## config.mk

```make
export PLATFORM = sky130hd
export DESIGN_NAME = dns_name_label_encoder_core
export DESIGN_NICKNAME = d
export VERILOG_FILES = /design/src/hw/rtl/dnle_pkg.sv /design/src/hw/rtl/dnle_cell.sv /design/src/hw/rtl/dns_name_label_encoder_core.sv
export SDC_FILE = /design/constraint.sdc
export NUM_CORES = 1
export LEC_CHECK = 0
export ABC_CLOCK_PERIOD_IN_PS = 4200
export BUFFER_PORTS_ARGS = -buffer_cell sky130_fd_sc_hd__buf_2
export CORE_MARGIN = 4
export CORE_UTILIZATION = 58
export CTS_CLUSTER_SIZE = 16
export DETAILED_ROUTE_END_ITERATION = 8
export PLACE_DENSITY_LB_ADDON = 0.12
export SLEW_MARGIN = 20
export SYNTH_ARGS = -nofsm -noshare
export SYNTH_HDL_FRONTEND = slang
export SYNTH_SLANG_ARGS = --single-unit
export TNS_END_PERCENT = 1
```

## constraint.sdc

```tcl
create_clock -name aclk -period 4.2 [get_ports aclk]
set_input_delay 0.21 -clock aclk [delete_from_list [all_inputs] [get_ports aclk]]
set_output_delay 0.21 -clock aclk [all_outputs]
set_load 0.02 [all_outputs]
```

## src/hw/rtl/dnle_pkg.sv

```systemverilog
// ----------------------------------------------------------------------------
// dnle_pkg - shared definitions for the DNS name label encoder
// Widths, character codes and the per-cell control bundle.
// ----------------------------------------------------------------------------
package dnle_pkg;

    // Character and label-length widths fixed by the wire format
    localparam int CHAR_W        = 8;
    localparam int LEN_W         = 6;
    localparam int MAX_LABEL_DEF = 63;

    // Separator character
    localparam logic [CHAR_W-1:0] DOT_CHAR  = 8'h2E;
    // Root label / name terminator byte
    localparam logic [CHAR_W-1:0] ZERO_BYTE = 8'h00;

    // Control handed from the sequencer to each cell of the label chain
    typedef struct packed {
        logic load;   // capture the incoming character
        logic shift;  // take the right-hand neighbor's character
    } cell_ctrl_t;

endpackage

```

## src/hw/rtl/dnle_cell.sv

```systemverilog
// ----------------------------------------------------------------------------
// dnle_cell - one character slot of the label chain
// Holds one buffered character; loads a new one or takes its neighbor's.
// ----------------------------------------------------------------------------
module dnle_cell (
    input  logic                       aclk,
    input  dnle_pkg::cell_ctrl_t       ctrl,
    input  logic [dnle_pkg::CHAR_W-1:0] char_in,
    input  logic [dnle_pkg::CHAR_W-1:0] neighbor_in,
    output logic [dnle_pkg::CHAR_W-1:0] char_out
);

    logic [dnle_pkg::CHAR_W-1:0] char_reg;

    // Payload only, no reset needed
    always_ff @(posedge aclk) begin
        if (ctrl.load) begin
            char_reg <= char_in;
        end else if (ctrl.shift) begin
            char_reg <= neighbor_in;
        end
    end

    assign char_out = char_reg;

endmodule

```

## src/hw/rtl/dns_name_label_encoder_core.sv

```systemverilog
// ----------------------------------------------------------------------------
// dns_name_label_encoder_core - dotted name to DNS wire-format encoder
// Buffers label characters in a chain of cells and emits length-prefixed
// labels followed by a terminating zero byte.
// ----------------------------------------------------------------------------
// Characters are taken one per cycle into a row of MAX_LABEL cells, each
// landing in the slot that matches the current label length. A dot, the
// terminator (s_tlast) or a full label drains the chain: the length byte goes
// out, then the characters shift one cell toward the head each cycle, one
// output transaction per cycle while m_tready is high. A terminator then
// sends the zero byte. Input is held off (s_tready low) while a label
// drains and while the zero byte goes out.
// Empty labels emit nothing; characters beyond MAX_LABEL are dropped and
// reported in m_tuser on the terminating byte.
// ----------------------------------------------------------------------------
module dns_name_label_encoder_core #(
    parameter int MAX_LABEL = dnle_pkg::MAX_LABEL_DEF
) (
    input  logic       aclk,
    input  logic       aresetn,
    // Input channel
    input  logic       s_tvalid,
    output logic       s_tready,
    input  logic [7:0] s_tdata,   // [7:0] ch
    input  logic       s_tlast,   // end_of_name
    // Result channel
    output logic       m_tvalid,
    input  logic       m_tready,
    output logic [7:0] m_tdata,   // [7:0] out_byte
    output logic       m_tlast,   // name_end
    output logic       m_tuser    // [0] label_error
);

    localparam int LEN_W = dnle_pkg::LEN_W;
    localparam int CW    = dnle_pkg::CHAR_W;
    localparam logic [LEN_W-1:0] MAX_LEN = LEN_W'(MAX_LABEL);

    typedef enum logic [1:0] {
        ST_IDLE,
        ST_LEN,
        ST_DATA,
        ST_TERM
    } state_t;

    state_t           state_reg;
    logic [LEN_W-1:0] len_reg;
    logic [LEN_W-1:0] cnt_reg;
    logic             closed_reg;
    logic             overflow_reg;
    logic             term_pend_reg;
    logic             m_valid_reg;
    logic [CW-1:0]    m_data_reg;
    logic             m_last_reg;
    logic             m_user_reg;

    logic             s_accept;
    logic             is_dot;
    logic             put_char;
    logic             emit;
    logic             drain;
    logic [LEN_W-1:0] len_inc;

    logic [CW-1:0]    cell_data [MAX_LABEL];

    // Input decode
    assign s_tready = (state_reg == ST_IDLE);
    assign s_accept = s_tvalid && s_tready;
    assign is_dot   = (s_tdata == dnle_pkg::DOT_CHAR);
    assign put_char = s_accept && !s_tlast && !is_dot && !closed_reg;
    assign len_inc  = len_reg + LEN_W'(1);

    // Output slot free and a byte to send
    assign emit  = (state_reg != ST_IDLE) && (!m_valid_reg || m_tready);
    assign drain = emit && (state_reg == ST_DATA);

    // Label chain: cell i loads at label length i, shifts toward cell 0
    for (genvar i = 0; i < MAX_LABEL; i++) begin : g_cell
        dnle_pkg::cell_ctrl_t ctrl;
        logic [CW-1:0]        neighbor;

        assign ctrl.load  = put_char && (len_reg == LEN_W'(i));
        assign ctrl.shift = drain;

        if (i == MAX_LABEL - 1) begin : g_tail
            assign neighbor = cell_data[i];
        end else begin : g_body
            assign neighbor = cell_data[i+1];
        end

        dnle_cell u_cell (
            .aclk        (aclk),
            .ctrl        (ctrl),
            .char_in     (s_tdata),
            .neighbor_in (neighbor),
            .char_out    (cell_data[i])
        );
    end

    // Sequencer and output register
    always_ff @(posedge aclk) begin
        if (!aresetn) begin
            state_reg     <= ST_IDLE;
            len_reg       <= '0;
            cnt_reg       <= '0;
            closed_reg    <= 1'b0;
            overflow_reg  <= 1'b0;
            term_pend_reg <= 1'b0;
            m_valid_reg   <= 1'b0;
            m_last_reg    <= 1'b0;
            m_user_reg    <= 1'b0;
        end else begin
            // Slot empties on a taken transaction unless refilled below
            if (m_tready && !emit) begin
                m_valid_reg <= 1'b0;
            end

            case (state_reg)
                ST_IDLE: begin
                    if (s_accept) begin
                        if (s_tlast) begin
                            closed_reg    <= 1'b0;
                            term_pend_reg <= 1'b1;
                            state_reg     <= (len_reg != '0) ? ST_LEN : ST_TERM;
                        end else if (is_dot) begin
                            closed_reg    <= 1'b0;
                            term_pend_reg <= 1'b0;
                            if (len_reg != '0) begin
                                state_reg <= ST_LEN;
                            end
                        end else if (closed_reg) begin
                            overflow_reg <= 1'b1;
                        end else begin
                            len_reg <= len_inc;
                            if (len_inc >= MAX_LEN) begin
                                closed_reg    <= 1'b1;
                                term_pend_reg <= 1'b0;
                                state_reg     <= ST_LEN;
                            end
                        end
                    end
                end
                ST_LEN: begin
                    if (emit) begin
                        m_valid_reg <= 1'b1;
                        m_data_reg  <= CW'(len_reg);
                        m_last_reg  <= 1'b0;
                        m_user_reg  <= 1'b0;
                        cnt_reg     <= len_reg;
                        len_reg     <= '0;
                        state_reg   <= ST_DATA;
                    end
                end
                ST_DATA: begin
                    if (emit) begin
                        m_valid_reg <= 1'b1;
                        m_data_reg  <= cell_data[0];
                        m_last_reg  <= 1'b0;
                        m_user_reg  <= 1'b0;
                        cnt_reg     <= cnt_reg - LEN_W'(1);
                        if (cnt_reg == LEN_W'(1)) begin
                            state_reg <= term_pend_reg ? ST_TERM : ST_IDLE;
                        end
                    end
                end
                ST_TERM: begin
                    if (emit) begin
                        m_valid_reg   <= 1'b1;
                        m_data_reg    <= dnle_pkg::ZERO_BYTE;
                        m_last_reg    <= 1'b1;
                        m_user_reg    <= overflow_reg;
                        overflow_reg  <= 1'b0;
                        term_pend_reg <= 1'b0;
                        state_reg     <= ST_IDLE;
                    end
                end
                default: begin
                    state_reg <= ST_IDLE;
                end
            endcase
        end
    end

    assign m_tvalid = m_valid_reg;
    assign m_tdata  = m_data_reg;
    assign m_tlast  = m_last_reg;
    assign m_tuser  = m_user_reg;

    // Pending label never exceeds the chain length
    a_len_bound: assert property (@(posedge aclk) disable iff (!aresetn)
        len_reg <= MAX_LEN)
        else $error("label length beyond chain");

    // Draining with nothing left to send
    a_cnt_live: assert property (@(posedge aclk) disable iff (!aresetn)
        (state_reg == ST_DATA) |-> (cnt_reg != '0))
        else $error("data state with empty count");

    // A label that reaches the limit is flushed right away
    a_full_flush: assert property (@(posedge aclk) disable iff (!aresetn)
        (put_char && (len_inc >= MAX_LEN)) |=> (state_reg == ST_LEN))
        else $error("full label not flushed");

    // Error flag only rides on the terminating byte
    a_err_on_end: assert property (@(posedge aclk) disable iff (!aresetn)
        (m_tvalid && m_tuser) |-> m_tlast)
        else $error("label error outside name end");

endmodule
```

==> impl_metrics.yaml <==
place:
  hpwl_mm: 27.20
  io_buffers: 24
  dp.cells: 1930
  place_congestion: 0.8234
clocking:
  htreeDepth: 2
  clk_latency_ns: 0.58
  cts_tree: "yes"
  cts_sinks: 532
  root_buffer: "clkbuf_16"
  cts_buffer_depth: 3
  cts_made_buffers: 53
  clk_pin_slew_worst_paths_ns: 0.06
  cts_resized: 0
route:
  remaining_drc_errors: 0
  routed_via_density: 5.968
  detail_route.iter0.violations: 926
  postRouteAntennaNets: 0
  dr.pass1.iters: 7
  wirelength_mm: 45.39
  vias: 12100
  wire_per_inst_um: 22.39
floorplan:
  chipWidth_um: 211.2
  dieArea_mm2: 0.04459
  boundaryPins: 25
  std_cell_rows: 74
  fp.coreArea_mm2: 0.04083
  start_util_pct: 58.64
  die_h_um: 211.2
synth:
  ys_ff_latch: 532
  syn_area_mm2: 0.02394
  yosysTopAreaCellShare_pct: 64.21
  synthesis.nets: 1464
  synth_edf_count: 512
  synth_cell_types: 57
  synthFlopType: "edfxtp_1"
  yosysWarnings: 0
  avgSynthCellArea_um2: 16.63
  post-synth-top-count-cell: "edfxtp_1"
  synth.largest_area_cell: "edfxtp_1"
  yosysSeqAreaShare_pct: 65.89
  async_flop_share_pct: 0
  synthCells: 1440
  synthTopCellsByCount: "edfxtp_1, mux2_2, mux2_1, clkbuf_1, nand2_1"
  yosys-top-cells-area: "edfxtp_1, mux2_2, mux2_1"
critical_path:
  path_delay_family: "simple AND/OR/NAND/NOR gates"
  cp-end-kind: "flop"
  crit_arrival_ns: 3.77
  critPathKind: "flop to flop"
  cp_max_fo: 19
  cpPeakStageDelay_ns: 1.07
  slowest_stage: "or4b_2"
  worstPathCellList: "inv_1 > ha_1 > nand4bb_1 > or4b_2 > o21ai_0"
  path_buf_inv: 1
  cp.required_ns: 4.40
  crit_path_start_kind: "flop"
timing:
  min_period_over_period_pct: 84.98
  rsz0062_at_grt: "false"
  relSlewSlack_pct: 27.75
  final_max_slew_viol_count: 0
  tightest_slew_ns: 1.072
  hold_viol: 0
  fmax_ghz: 0.2802
  final.min_clock_period_ns: 3.569
  setup_viol_count_final: 0
  skew_ns: 0.01836
  tns_ns: 0
final_layout:
  area_delta_synth_final_pct: 9.735
  antenna_cells: 0
  finalNonFillerCells: 2027
  drive_gt1_share_pct: 36.45
  n_fill_cell: 2815
  largest_register_ffs: 504
  final_nets: 1478
pwr:
  p_leak_nw: 8.992
  peakVddDrop_v: 0.0003284
  power_density_mw_per_mm2: 491.7
global_routing:
  grt_max_degree: 64
  grt_usage_pct: 20.78
  grt_pass1_vias: 12570
  grt_pass1_wl_mm: 72.44
  antenna_found_initial: 0
  gr-total-overflow: 0
hold_path:
  hp-class: "input pin to flop"
flow_run:
  maxCapViolations: 0
run_status:
  status: "complete, no violations"
worst paths after layout:
path / startpoint / endpoint / slack [ns] / cells past startpoint
worst max-delay path: state_reg[0] / g_cell[44].u_cell.char_out[3] / 0.63 / 5
worst max register to register: state_reg[0] / g_cell[44].u_cell.char_out[3] / 0.63 / 5
worst min register to register: m_tlast / m_tlast / 0.47 / 2
worst min-delay path: aresetn / cnt_reg[3] / 0.03 / 2
cell families after synthesis:
kind of cell             after synthesis  synth area share [%]
XOR/XNOR                               2               0.07317
buffers and inverters                113                 1.949
multiplexers                         501                 24.67
adder cells (fa/ha/maj)               11                0.5748
AO/OA/AOI/OAI                         91                 2.247
flip-flops                           532                 65.89
AND/OR/NAND/NOR                      190                 4.599
power breakdown:
part	leakage [nW]	internal, mW	switching [mW]	total, mW
Sequential	4.79	6.59	0.160	6.75
Clock	0.823	2.72	1.90	4.62
Combinational	3.38	0.565	0.978	1.54
cell usage in the layout (no fill, tap or decap), types with 4 or more instances in the layout:
cell type,count
ha_1,11
clkbuf_16,53
clkbuf_1,20
inv_1,15
mux2i_1,4
nor2_8,9
buf_4,31
o31ai_1,7
nand3_1,19
and2_1,7
buf_2,24
dfxtp_1,20
clkinv_2,9
mux2_1,111
nor2_4,10
edfxtp_1,512
mux2_4,72
bufinv_16,5
nand2_1,83
a21oi_1,15
nor2b_1,4
nand2b_1,5
mux2_2,314
clkbuf_8,5
o21ai_0,28
o21ai_1,20
nor2_1,25
nor3_1,4
repair_timing:
action | in CTS | in global routing
setup endpoints to repair | 0 | 0
setup buffers | 0 | 0
hold buffers | 1 | 0
hold endpoints to repair | 1 | 0
cell type report:
type | instances | area, um^2 | share of cell area (%)
Multi-Input combinational cell | 795 | 7710 | 29.34
Clock buffer | 78 | 1470 | 5.596
Timing Repair Buffer | 57 | 382.9 | 1.457
Sequential cell | 532 | 15780 | 60.04
Tap cell | 532 | 665.6 | 2.533
Inverter | 15 | 56.30 | 0.2143
Clock inverter | 18 | 214.0 | 0.8143
per-stage QoR:
step | hold slack [ns] | utilization (%) | power (mW) | setup slack, ns | instance area (um^2)
2_1_floorplan | 0.3089 | - | 7.942 | 1.144 | 23940
5_1_grt | 0.02499 | 64.35 | 13.46 | 0.3554 | 26270
6_report | 0.03447 | 64.35 | 12.92 | 0.6309 | 26270
4_1_cts | 0.002153 | 64.35 | 13.03 | 0.6051 | 26270
3_3_place_gp | 0.4430 | 60.20 | 8.355 | 0.7973 | 24580
3_5_place_dp | 0.4570 | 60.20 | 8.404 | 0.6169 | 24580
per-layer routing:
layer	global-route usage [%]	wire (um)
met3	3.698	2544
met5	0	0
met1	31.06	21240
met4	5.589	977
met2	31.98	20630
worst register-to-register path: cells and delay by family, from the launching register on:
kind / cells / cell delay [ns]
AND/OR/NAND/NOR: 2 / 1.41
AO/OA/AOI/OAI: 1 / 0.99
adder cells (fa/ha/maj): 1 / 0.35
flip-flops: 1 / 0.34
buffers and inverters: 1 / 0.11
Note: power is estimated with default switching activity, not from simulation.
